**config.mk**
```make
export PLATFORM = sky130hd
export DESIGN_NAME = encoder_hybrid_velocity
export DESIGN_NICKNAME = d
export VERILOG_FILES = /design/src/rtl/ehv_pkg.sv /design/src/rtl/ehv_divider.sv /design/src/rtl/encoder_hybrid_velocity.sv
export SDC_FILE = /design/constraint.sdc
export NUM_CORES = 2
export LEC_CHECK = 0
export BUFFER_PORTS_ARGS = -buffer_cell sky130_fd_sc_hd__clkbuf_2
export CORE_MARGIN = 2
export CORE_UTILIZATION = 40
export CTS_CLUSTER_DIAMETER = 50
export DETAILED_ROUTE_END_ITERATION = 10
export PLACE_DENSITY = 0.56
export REMOVE_ABC_BUFFERS = 1
export SYNTH_ARGS = -nofsm -noshare
export SYNTH_HDL_FRONTEND = slang
export SYNTH_SLANG_ARGS = --single-unit
```
**constraint.sdc**
```tcl
create_clock -name clk_i -period 8.6 [get_ports clk_i]
set_input_delay 1.72 -clock clk_i [delete_from_list [all_inputs] [get_ports clk_i]]
set_output_delay 1.72 -clock clk_i [all_outputs]
set_load 0.01 [all_outputs]
```
**src/rtl/ehv_pkg.sv**
```systemverilog
`timescale 1ns / 1ps

package ehv_pkg;

  localparam int CNT_W     = 16;
  localparam int VEL_W     = 32;
  localparam int STALL_W   = 8;
  localparam int CFG_W     = 32;
  localparam int CFG_IDX_W = 1;
  localparam int PROD_W    = CNT_W + CFG_W;

  localparam logic [CFG_IDX_W-1:0] REG_STALL_LIMIT  = 1'd0;
  localparam logic [CFG_IDX_W-1:0] REG_SCALE_FACTOR = 1'd1;

  localparam logic [CFG_W-1:0] SCALE_RESET = 32'd25000000;
  localparam logic [VEL_W-1:0] VEL_MAX     = 32'h7fff_ffff;
  localparam logic [VEL_W-1:0] VEL_MIN     = 32'h8000_0000;

  typedef enum logic [2:0] {
    ST_IDLE,
    ST_MUL,
    ST_DIV,
    ST_WAIT,
    ST_SAT,
    ST_FINISH
  } ehv_state_e;

endpackage

```
**src/rtl/ehv_divider.sv**
```systemverilog
`timescale 1ns / 1ps

module ehv_divider #(
  parameter int DIVIDEND_W = 48,
  parameter int DIVISOR_W  = 25
) (
  input  logic                  clk_i,
  input  logic                  rst_ni,
  input  logic                  start_i,
  input  logic [DIVIDEND_W-1:0] dividend_i,
  input  logic [DIVISOR_W-1:0]  divisor_i,
  output logic                  done_o,
  output logic [DIVIDEND_W-1:0] quotient_o
);

  localparam int CNT_BITS = $clog2(DIVIDEND_W + 1);

  logic [CNT_BITS-1:0]   cnt_q;
  logic                  done_q;
  logic [DIVIDEND_W-1:0] quot_q, quot_d;
  logic [DIVISOR_W-1:0]  rem_q, rem_d;
  logic [DIVISOR_W-1:0]  dvs_q;
  logic [DIVISOR_W:0]    rem_sh;
  logic [DIVISOR_W:0]    trial;
  logic                  fits;

  // one restoring step per cycle, msb of the dividend first
  always_comb begin
    rem_sh = {rem_q, quot_q[DIVIDEND_W-1]};
    trial  = rem_sh - {1'b0, dvs_q};
    fits   = ~trial[DIVISOR_W];
    rem_d  = fits ? trial[DIVISOR_W-1:0] : rem_sh[DIVISOR_W-1:0];
    quot_d = {quot_q[DIVIDEND_W-2:0], fits};
  end

  always_ff @(posedge clk_i or negedge rst_ni) begin
    if (!rst_ni) begin
      cnt_q  <= '0;
      done_q <= 1'b0;
    end else if (start_i) begin
      cnt_q  <= CNT_BITS'(DIVIDEND_W);
      done_q <= 1'b0;
    end else if (cnt_q != '0) begin
      cnt_q  <= cnt_q - CNT_BITS'(1);
      done_q <= (cnt_q == CNT_BITS'(1));
    end else begin
      done_q <= 1'b0;
    end
  end

  always_ff @(posedge clk_i) begin
    if (start_i) begin
      quot_q <= dividend_i;
      rem_q  <= '0;
      dvs_q  <= divisor_i;
    end else if (cnt_q != '0) begin
      quot_q <= quot_d;
      rem_q  <= rem_d;
    end
  end

  assign done_o     = done_q;
  assign quotient_o = quot_q;

endmodule

```
**src/rtl/encoder_hybrid_velocity.sv**
```systemverilog
`timescale 1ns / 1ps
// encoder velocity estimate, mixed pulse count and edge timing
// input channel: in_valid_i / in_stall_o carry one word of pulse_count_i and
//   capture_time_i per control-loop request
// output channel: out_valid_o / out_stall_i carry one velocity_o word per request
// configuration: cfg_we_i writes cfg_data_i to register cfg_index_i (0 stall
//   limit, 1 scale factor); users must write only while idle, it is not enforced
// a request that moves the count passes from acceptance through the multiply,
//   divide, wait, saturate and finish states to the output register; the
//   bit-serial divider does one quotient bit per cycle over 48 bits
// the first request after reset and requests without pulses skip to finish
// one request at a time: a new request is taken as soon as the previous one has
//   reached the output register
// reset: all history is cleared, the first request after reset only primes the
//   stored count and capture and returns zero; registers return to defaults
// when the receiver stalls the result holds in the output register, and the
//   block keeps its input stalled while the next result waits behind it
module encoder_hybrid_velocity #(
  parameter int TIMER_WIDTH = 16
) (
  input  logic                           clk_i,
  input  logic                           rst_ni,
  input  logic                           in_valid_i,
  output logic                           in_stall_o,
  input  logic [ehv_pkg::CNT_W-1:0]      pulse_count_i,
  input  logic [ehv_pkg::CNT_W-1:0]      capture_time_i,
  output logic                           out_valid_o,
  input  logic                           out_stall_i,
  output logic signed [ehv_pkg::VEL_W-1:0] velocity_o,
  input  logic                           cfg_we_i,
  input  logic [ehv_pkg::CFG_IDX_W-1:0]  cfg_index_i,
  input  logic [ehv_pkg::CFG_W-1:0]      cfg_data_i
);

  import ehv_pkg::*;

  localparam int FRAME_W = TIMER_WIDTH + STALL_W + 1;
  localparam logic [CNT_W-1:0] CAP_MASK = (TIMER_WIDTH >= CNT_W) ? {CNT_W{1'b1}} :
                                          CNT_W'((64'd1 << TIMER_WIDTH) - 64'd1);

  ehv_state_e state_q, state_d;

  logic [STALL_W-1:0] stall_limit_q;
  logic [CFG_W-1:0]   scale_q;
  logic               first_q;
  logic [CNT_W-1:0]   prior_count_q;
  logic [CNT_W-1:0]   prior_cap_q;
  logic [VEL_W-1:0]   prior_vel_q;
  logic [STALL_W-1:0] stall_q;

  logic [CNT_W-1:0]   delta_q;
  logic [CNT_W-1:0]   cap_q;
  logic [CNT_W-1:0]   count_q;
  logic [FRAME_W-1:0] frame_q;
  logic [PROD_W-1:0]  prod_q;
  logic [VEL_W-1:0]   res_q;
  logic               out_valid_q;
  logic [VEL_W-1:0]   vel_out_q;

  logic               in_accept;
  logic               mul_en;
  logic               div_start;
  logic               sat_en;
  logic               out_load;
  logic               div_done;
  logic [PROD_W-1:0]  quotient;

  logic [CNT_W-1:0]   diff;
  logic [CNT_W-1:0]   cap_m;
  logic [STALL_W-1:0] stall_inc;
  logic               hit_limit;
  logic [STALL_W-1:0] stall_eff;
  logic [FRAME_W-1:0] frame_raw;
  logic               is_compute;
  logic [CNT_W-1:0]   delta_mag;
  logic               neg;
  logic [VEL_W-1:0]   sat_vel;

  // accept-cycle decode
  always_comb begin
    diff       = pulse_count_i - prior_count_q;
    cap_m      = capture_time_i & CAP_MASK;
    stall_inc  = (stall_q == {STALL_W{1'b1}}) ? stall_q : stall_q + STALL_W'(1);
    hit_limit  = (stall_inc >= stall_limit_q);
    stall_eff  = (prior_vel_q == '0) ? '0 : stall_q;
    frame_raw  = ((FRAME_W'(stall_eff) + FRAME_W'(1)) << TIMER_WIDTH)
                 + FRAME_W'(cap_m) - FRAME_W'(prior_cap_q);
    is_compute = !first_q && (diff != '0);
  end

  // magnitude of the signed delta and saturation of the quotient
  always_comb begin
    neg       = delta_q[CNT_W-1];
    delta_mag = neg ? (~delta_q + CNT_W'(1)) : delta_q;
    if (!neg) begin
      sat_vel = (|quotient[PROD_W-1:VEL_W-1]) ? VEL_MAX : quotient[VEL_W-1:0];
    end else if ((|quotient[PROD_W-1:VEL_W]) ||
                 (quotient[VEL_W-1] && (|quotient[VEL_W-2:0]))) begin
      sat_vel = VEL_MIN;
    end else begin
      sat_vel = ~quotient[VEL_W-1:0] + VEL_W'(1);
    end
  end

  // next state
  always_comb begin
    state_d = state_q;
    unique case (state_q)
      ST_IDLE: begin
        if (in_valid_i) begin
          state_d = is_compute ? ST_MUL : ST_FINISH;
        end
      end
      ST_MUL:  state_d = ST_DIV;
      ST_DIV:  state_d = ST_WAIT;
      ST_WAIT: begin
        if (div_done) begin
          state_d = ST_SAT;
        end
      end
      ST_SAT:  state_d = ST_FINISH;
      ST_FINISH: begin
        if (out_load) begin
          state_d = ST_IDLE;
        end
      end
      default: state_d = ST_IDLE;
    endcase
  end

  // sequencer outputs
  always_comb begin
    in_stall_o = 1'b1;
    mul_en     = 1'b0;
    div_start  = 1'b0;
    sat_en     = 1'b0;
    out_load   = 1'b0;
    unique case (state_q)
      ST_IDLE:   in_stall_o = 1'b0;
      ST_MUL:    mul_en = 1'b1;
      ST_DIV:    div_start = 1'b1;
      ST_WAIT:   ;
      ST_SAT:    sat_en = 1'b1;
      ST_FINISH: out_load = !out_valid_q || !out_stall_i;
      default:   ;
    endcase
  end

  assign in_accept = in_valid_i && !in_stall_o;

  always_ff @(posedge clk_i or negedge rst_ni) begin
    if (!rst_ni) begin
      state_q <= ST_IDLE;
    end else begin
      state_q <= state_d;
    end
  end

  always_ff @(posedge clk_i or negedge rst_ni) begin
    if (!rst_ni) begin
      stall_limit_q <= '0;
      scale_q       <= SCALE_RESET;
    end else if (cfg_we_i) begin
      unique case (cfg_index_i)
        REG_STALL_LIMIT:  stall_limit_q <= cfg_data_i[STALL_W-1:0];
        REG_SCALE_FACTOR: scale_q <= cfg_data_i;
        default:          ;
      endcase
    end
  end

  // history kept between requests
  always_ff @(posedge clk_i or negedge rst_ni) begin
    if (!rst_ni) begin
      first_q       <= 1'b1;
      prior_count_q <= '0;
      prior_cap_q   <= '0;
      prior_vel_q   <= '0;
      stall_q       <= '0;
    end else if (in_accept) begin
      priority if (first_q) begin
        first_q       <= 1'b0;
        prior_count_q <= pulse_count_i;
        prior_cap_q   <= cap_m;
        prior_vel_q   <= '0;
      end else if (diff == '0) begin
        if (hit_limit) begin
          prior_vel_q <= '0;
          stall_q     <= stall_limit_q;
        end else begin
          stall_q     <= stall_inc;
        end
      end else begin
      end
    end else if (sat_en) begin
      prior_count_q <= count_q;
      prior_cap_q   <= cap_q;
      prior_vel_q   <= sat_vel;
      stall_q       <= '0;
    end
  end

  always_ff @(posedge clk_i) begin
    if (in_accept) begin
      delta_q <= diff;
      cap_q   <= cap_m;
      count_q <= pulse_count_i;
      frame_q <= (frame_raw == '0) ? FRAME_W'(1) : frame_raw;
      if (first_q || hit_limit) begin
        res_q <= '0;
      end else begin
        res_q <= prior_vel_q;
      end
    end else if (sat_en) begin
      res_q <= sat_vel;
    end
    if (mul_en) begin
      prod_q <= PROD_W'(delta_mag) * PROD_W'(scale_q);
    end
  end

  ehv_divider #(
    .DIVIDEND_W(PROD_W),
    .DIVISOR_W (FRAME_W)
  ) u_divider (
    .clk_i     (clk_i),
    .rst_ni    (rst_ni),
    .start_i   (div_start),
    .dividend_i(prod_q),
    .divisor_i (frame_q),
    .done_o    (div_done),
    .quotient_o(quotient)
  );

  // output register parts the two channels
  always_ff @(posedge clk_i or negedge rst_ni) begin
    if (!rst_ni) begin
      out_valid_q <= 1'b0;
    end else if (out_load) begin
      out_valid_q <= 1'b1;
    end else if (!out_stall_i) begin
      out_valid_q <= 1'b0;
    end
  end

  always_ff @(posedge clk_i) begin
    if (out_load) begin
      vel_out_q <= res_q;
    end
  end

  assign out_valid_o = out_valid_q;
  assign velocity_o  = vel_out_q;

endmodule

```
# ---- Word-level counts from Yosys, hierarchy flattened
# Cells that the tools add are included.
dict set report totals {
  romBits 0
  inputBits 70
  mem_bits_rw 0
  latchBits 0
  reg_bits 407
  out_inout_bits 34
  memories 0
}
dict set report classes {
  div_mod_pow 0
  n_reduce_logical 26
  multipliers 1
  muxes 43
  bitwise_logic 4
  n_lt_le_gt_ge 1
  add_sub_neg 9
  n_eq_ne 16
  shift 0
}
# operator count
set ops {}
lappend ops {{two-way mux 32 bit} 10}
lappend ops {{two-way mux 16 bit} 7}
lappend ops {{two-way mux 48 bit} 2}
lappend ops {{two-way mux 8 bit} 7}
lappend ops {{multiplier 16 x 32 -> 48 bit} 1}
lappend ops {{adder 32 x 1 -> 32 bit (second input constant)} 1}
lappend ops {{zero test 32 bit} 1}
lappend ops {{NOT 32 bit} 1}
lappend ops {{OR reduction 31 bit} 1}
lappend ops {{subtractor 26 x 25 -> 26 bit} 1}
lappend ops {{adder 25 x 16 -> 25 bit} 1}
lappend ops {{zero test 25 bit} 1}
lappend ops {{two-way mux 25 bit} 1}
lappend ops {{subtractor 25 x 16 -> 25 bit} 1}
lappend ops {{one-hot mux 3 bit (6 select lines)} 1}
lappend ops {{OR reduction 17 bit} 1}
lappend ops {{adder 16 x 1 -> 16 bit (second input constant)} 1}
lappend ops {{zero test 16 bit} 1}
lappend ops {{NOT 16 bit} 1}
lappend ops {{nonzero test 16 bit} 1}
lappend ops {{OR reduction 16 bit} 1}
lappend ops {{subtractor 16 bit} 1}
lappend ops {{two-way mux 3 bit} 4}
lappend ops {{two-way mux 6 bit} 2}
lappend ops {{22 further kinds} 50}

# ---- Longest topological paths before layout
dict set report logic_depth {
  word_depth 7
  depth_mapped 33
  depth_no_buf 29
}

# ---- Modules after synthesis
# A second synthesis with hierarchy kept.
dict set report hier_totals {
  hier_cells 3724
  hier_area_um2 36686.4
}
# module cells_per_inst n_inst area_per_inst_um2 seq_area_each_um2
set modules_own_cells {}
lappend modules_own_cells {encoder_hybrid_velocity 3221 1 30999.7 8499.4}
lappend modules_own_cells {ehv_divider 503 1 5686.7 2867.8}

# ---- Worst setup path before layout
# Ideal clock, no wire load.
dict set report synth_timing {
  path_type {flip-flop to flip-flop}
  from {reg delta_q[0]}
  to {reg prod_q[46] (data pin)}
  required_ns 8.337
  synth_period_minus_slack_ns 7.681
  slack_ns 0.919
  arrival_time_ns 7.418
  path_stages_with_launch 30
  n_path_buf 2
  setup_time_ns 0.263
  path_cell_list {edfxtp_1 clkbuf_1 nor4_1 nand2_1 or3_1 nor3_1 nor2_1 xor2_1 clkbuf_1 nand2_1 fa_1 fa_1 inv_1 fa_1 fa_1 fa_1 inv_1 fa_1 inv_1 ha_1 inv_1 nor3_1 a21oi_1 o21ai_0 o211ai_1 o311ai_1 a211oi_1 o31ai_1 a311oi_1 xnor2_1}
}
dict set report synth_via {
  elab_chain_len 4
}
# item line
set synth_rtl {}
lappend synth_rtl {{start, declared} encoder_hybrid_velocity.sv:51} ;# logic [CNT_W-1:0] delta_q;
lappend synth_rtl {{start signal, assigned} encoder_hybrid_velocity.sv:205} ;# delta_q <= diff;
lappend synth_rtl {{NOT 16 bit} encoder_hybrid_velocity.sv:94} ;# delta_mag = neg ? (~delta_q + CNT_W'(1)) : delta_q;
lappend synth_rtl {{adder 16 x 1 -> 16 bit} encoder_hybrid_velocity.sv:94}
lappend synth_rtl {{two-way mux 16 bit *} encoder_hybrid_velocity.sv:94}
lappend synth_rtl {{multiplier 16 x 32 -> 48 bit *} encoder_hybrid_velocity.sv:218} ;# prod_q <= PROD_W'(delta_mag) * PROD_W'(scale_q);
lappend synth_rtl {{end signal, assigned} encoder_hybrid_velocity.sv:218}
lappend synth_rtl {{end, declared} encoder_hybrid_velocity.sv:55} ;# logic [PROD_W-1:0] prod_q;
# Mark *: on every way between the ends. The rest lies on a longest branch, timed or not.
# A chain may end at the register's enable or synchronous reset.

# ---- Final worst setup path
# Ends and elaborated chain as after synthesis.

==> impl_table.tex <==
\begin{tabular}{lr}
\hline
Metric & Value \\
\hline
\multicolumn{2}{l}{\textbf{Timing}} \\
\quad Unrepaired setup endpoints after global routing & false \\
\quad Worst Skew & 0.03915 ns \\
\quad Fin worst setup slack & 0.5002 ns \\
\quad Period utilization & 94.18\% \\
\quad Number of hold violations in the final report & 0 \\
\quad Max-slew violations & 0 \\
\quad Transition at the pin with the smallest max-transition slack & 1.226 ns \\
\quad Min cycle time layout & 8.100 ns \\
\quad Worst-case headroom to the max-slew limit & 18.09\% \\
\quad Number of failing setup endpoints in the final timing report & 0 \\
\quad Highest clock frequency the design can meet & 123.5 MHz \\
\multicolumn{2}{l}{\textbf{Layout}} \\
\quad Fraction of the core area covered by cells at the end of the flow & 45.49\% \\
\quad Fill cell count & 8521 \\
\quad Share of layout cells above drive strength 1 & 9.703\% \\
\quad Footprint of the multi-input gates & 0.02191 sq mm \\
\quad Footprint of the flip-flops and latches & 0.01137 sq mm \\
\quad Layout overhead on the synthesized area & 12.27\% \\
\quad \# nets final & 4461 \\
\quad Non-Filler Instances & 5000 \\
\multicolumn{2}{l}{\textbf{Synthesis}} \\
\quad Most common cell in the synthesized netlist & sky130\_fd\_sc\_hd\_\_nand2\_1 \\
\quad Cell variety after synth & 75 \\
\quad Synth area leaders & sky130\_fd\_sc\_hd\_\_fa\_1 23\%, sky130\_fd\_sc\_hd\_\_edfxtp\_1 22\%, sky130\_fd\_sc\_hd\_\_dfrtp\_1 7.7\%, sky130\_fd\_sc\_hd\_\_nand2\_1 7.4\%, sky130\_fd\_sc\_hd\_\_ha\_1 6.7\% \\
\quad Count of synthesis-stage warnings from yosys & 0 \\
\quad Commonest register cell after synthesis & sky130\_fd\_sc\_hd\_\_edfxtp\_1 \\
\quad Share of synthesized registers carrying an async set or reset & 30.47\% \\
\quad Post-synthesis cell count & 3719 \\
\quad EDFF count, synth & 258 \\
\quad Top cell type's share of synthesized area & 23.46\% \\
\quad Number of register bits inferred by synthesis & 407 \\
\quad Cell accounting for the most synthesized area & sky130\_fd\_sc\_hd\_\_fa\_1 \\
\quad Top cells by count, synth & 704 x sky130\_fd\_sc\_hd\_\_nand2\_1, 593 x sky130\_fd\_sc\_hd\_\_inv\_1, 421 x sky130\_fd\_sc\_hd\_\_fa\_1 \\
\quad Average instance area after synthesis & 9.658 sq um \\
\quad Portion of the post-synthesis area used by sequential elements & 31.65\% \\
\quad Post-Syn Area & 0.03592 sq mm \\
\multicolumn{2}{l}{\textbf{Drt}} \\
\quad Wirelength per Cell & 18.31 um \\
\quad Count of vias placed by the detailed router & 25480 \\
\quad Routed Antenna Nets & 0 \\
\quad Post-detailed-route DRC marker count & 0 \\
\quad Via-per-instance ratio & 5.097 \\
\quad Drt first pass iters & 5 \\
\quad Final wirelength & 91540 um \\
\quad 1st-iter DRT viols & 1545 \\
\multicolumn{2}{l}{\textbf{Die}} \\
\quad Boundary pin count & 104 \\
\quad Core Region & 0.08865 sq mm \\
\quad Number of standard-cell rows in the floorplan & 109 \\
\quad Overall die area & 0.09221 sq mm \\
\quad Die height & 303.7 um \\
\quad Starting Density & 40.52\% \\
\quad Die width & 303.7 um \\
\multicolumn{2}{l}{\textbf{Outcome}} \\
\quad Outcome & complete, no violations \\
\multicolumn{2}{l}{\textbf{Clock network}} \\
\quad Clk pin slew, worst setup/hold paths & 0.06 ns \\
\quad Number of buffers inserted during clock tree synthesis & 67 \\
\quad Clock tree from TritonCTS & done \\
\quad Cts-stage hold buffer count & 0 \\
\quad CTS H-Tree Depth & 3 \\
\quad Insertion delay of the later-clocked pin in the worst-skew pair & 0.63 ns \\
\quad Sinks on Clock Net & 407 \\
\quad CTS Root Cell & sky130\_fd\_sc\_hd\_\_clkbuf\_16 \\
\quad Clock buffer depth & 3 \\
\multicolumn{2}{l}{\textbf{Critical path}} \\
\quad FF-to-FF Start & delta\_q[0]\$\_DFFE\_PP\_ \\
\quad Maximum fanout count along the critical path & 16 \\
\quad Data required time of the critical path & 8.95 ns \\
\quad Crit start category & register \\
\quad Worst r2r path cells & 27 \\
\quad Critical path capture point type & register \\
\quad Worst R2R Setup Slack & 0.50 ns \\
\quad Setup CP Type & register to register \\
\quad Data arrival time of the critical path & 8.45 ns \\
\quad Endpoint of the worst-slack reg-to-reg timing path & prod\_q[46]\$\_DFFE\_PP\_ \\
\multicolumn{2}{l}{\textbf{GRT}} \\
\quad Wire length of the first global-routing pass & 148600 um \\
\quad GRT Total Usage & 20.32\% \\
\quad Maximum number of pins on one net before global-route repair & 67 \\
\quad Number of global-route vias before repair & 26050 \\
\quad Grt ovf & 0 \\
\quad Initial antenna violation count & 1 \\
\multicolumn{2}{l}{\textbf{Place}} \\
\quad Worst setup slack after placement & -0.01686 ns \\
\quad Number of input and output port buffers inserted & 103 \\
\quad Number of cells after detailed placement & 4873 \\
\quad Routability cong. & 0.8748 \\
\quad Post-detailed-placement half-perimeter wirelength & 69460 um \\
\multicolumn{2}{l}{\textbf{Hold path}} \\
\quad Hold endpoint & u\_divider.dvs\_q[24]\$\_DFFE\_PP\_ \\
\quad Hold wc startpoint & frame\_q[24]\$\_SDFFCE\_PN0P\_ \\
\quad Worst min-delay path class & register to register \\
\quad Cell depth of the worst hold path & 0 \\
\multicolumn{2}{l}{\textbf{Flow run}} \\
\quad Number of maximum-capacitance violations & 0 \\
\hline
\end{tabular}
[how the worst max path moves through the flow]
stage / cells past startpoint / slack, ns / to / from
2_1_floorplan: 23 / -0.44 / prod_q[46]$_DFFE_PP_ / delta_q[15]$_DFFE_PP_
3_3_place_gp: 27 / 0.11 / prod_q[47]$_DFFE_PP_ / delta_q[2]$_DFFE_PP_
3_5_place_dp: 27 / -0.02 / prod_q[47]$_DFFE_PP_ / delta_q[0]$_DFFE_PP_
4_1_cts: 24 / 0.06 / prod_q[47]$_DFFE_PP_ / delta_q[15]$_DFFE_PP_
5_1_grt: 28 / 0.06 / prod_q[40]$_DFFE_PP_ / delta_q[4]$_DFFE_PP_
6_report: 27 / 0.50 / prod_q[46]$_DFFE_PP_ / delta_q[0]$_DFFE_PP_
[state kept, by name, indices dropped and copies added (netlist names), 25 cells and up]
register	flops
u_divider.quotient_o	48
prior_vel_q	32
scale_q	32
u_divider.rem_q	25
res_q	32
frame_q	25
prod_q	48
u_divider.dvs_q	25
velocity_o	32
[per-stage QoR]
step	area (sq um)	hold slack, ns	TNS (ns)
finish	40330	0.4143	0
global placement	37820	0.4033	0
floorplan	35280	0.4003	-2.382
CTS	40240	0.4173	0
global route	40320	0.4180	0
detailed placement	37820	0.4045	-0.01686
[kinds of logic after synthesis]
group | synth area share (%)
and+or+nand+nor | 15.76
xor gates and xnor gates | 3.463
DFF | 31.65
buffers and inverters | 8.005
adders and majority gates | 30.12
muxes | 2.153
AOI/OAI and AO/OA | 8.855
[critical path, cell delays in order, from the launching register on]
cell and delay [ns]:
sky130_fd_sc_hd__edfxtp_1 0.45, sky130_fd_sc_hd__nor4_2 0.40, sky130_fd_sc_hd__nand2_1 0.17, sky130_fd_sc_hd__or3_1 0.38
sky130_fd_sc_hd__nand2_1 0.13, sky130_fd_sc_hd__xnor2_2 0.36, sky130_fd_sc_hd__nand2_1 0.17, sky130_fd_sc_hd__fa_1 0.55
sky130_fd_sc_hd__inv_1 0.06, sky130_fd_sc_hd__fa_1 0.56, sky130_fd_sc_hd__fa_1 0.43, sky130_fd_sc_hd__fa_1 0.46
sky130_fd_sc_hd__fa_1 0.49, sky130_fd_sc_hd__inv_1 0.05, sky130_fd_sc_hd__fa_1 0.54, sky130_fd_sc_hd__inv_1 0.06
sky130_fd_sc_hd__ha_1 0.41, sky130_fd_sc_hd__nand3_1 0.12, sky130_fd_sc_hd__nor2_1 0.16, sky130_fd_sc_hd__nand2_1 0.08
sky130_fd_sc_hd__a31oi_1 0.28, sky130_fd_sc_hd__o211ai_1 0.23, sky130_fd_sc_hd__o311ai_1 0.33, sky130_fd_sc_hd__buf_4 0.20
sky130_fd_sc_hd__a211oi_2 0.11, sky130_fd_sc_hd__o31ai_2 0.32, sky130_fd_sc_hd__a311oi_1 0.16, sky130_fd_sc_hd__xnor2_1 0.17
[routing by layer]
| layer | track usage (%) | part of all wire (%) |
|---|---|---|
| met5 | 0 | 0 |
| met4 | 4.709 | 1.7 |
| met3 | 2.822 | 4.7 |
| met2 | 32.73 | 46 |
| met1 | 29.09 | 47 |
[cell type report]
class	instances	share of cell area (%)
tap	1165	3.615
clock inverter	45	1.461
inverter	595	5.548
multi-input combinational	2550	54.34
timing repair buffer	158	2.389
sequential	407	28.19
clock buffer	79	4.452
antenna	1	0.006205
[layout by cell type, fill, tap and decap left out, types with 12 or more instances in the layout]
master / n
sky130_fd_sc_hd__o2bb2ai_1: 20
sky130_fd_sc_hd__clkbuf_2: 102
sky130_fd_sc_hd__and2_1: 174
sky130_fd_sc_hd__o21a_1: 19
sky130_fd_sc_hd__nand2b_1: 14
sky130_fd_sc_hd__o21bai_1: 15
sky130_fd_sc_hd__o211ai_1: 16
sky130_fd_sc_hd__nor2_1: 145
sky130_fd_sc_hd__nand4_1: 12
sky130_fd_sc_hd__inv_1: 593
sky130_fd_sc_hd__nor3_1: 37
sky130_fd_sc_hd__fa_1: 421
sky130_fd_sc_hd__xnor2_1: 84
sky130_fd_sc_hd__nand3_1: 51
sky130_fd_sc_hd__a31oi_1: 45
sky130_fd_sc_hd__mux2_2: 39
sky130_fd_sc_hd__dfxtp_1: 25
sky130_fd_sc_hd__clkbuf_16: 70
sky130_fd_sc_hd__and3_1: 14
sky130_fd_sc_hd__a211oi_1: 35
sky130_fd_sc_hd__or3_1: 15
sky130_fd_sc_hd__a21o_1: 66
sky130_fd_sc_hd__ha_1: 191
sky130_fd_sc_hd__nor4_1: 23
sky130_fd_sc_hd__dfstp_2: 13
sky130_fd_sc_hd__o21ai_0: 68
sky130_fd_sc_hd__nand2_1: 702
sky130_fd_sc_hd__mux2i_1: 30
sky130_fd_sc_hd__buf_4: 52
sky130_fd_sc_hd__dfrtp_1: 111
sky130_fd_sc_hd__edfxtp_1: 258
sky130_fd_sc_hd__nor2b_1: 18
sky130_fd_sc_hd__a21oi_1: 93
sky130_fd_sc_hd__xor2_1: 44
[timing repair]
item | 4_1_cts | 5_1_grt
endpoints found under the setup margin | 1 | 9
resized for setup | 4 | 11
buffers inserted | 0 | 2
Power is left out: the tool's default activity adds up to more than one toggle a clock period on the data nets, which glitch-free logic cannot reach.
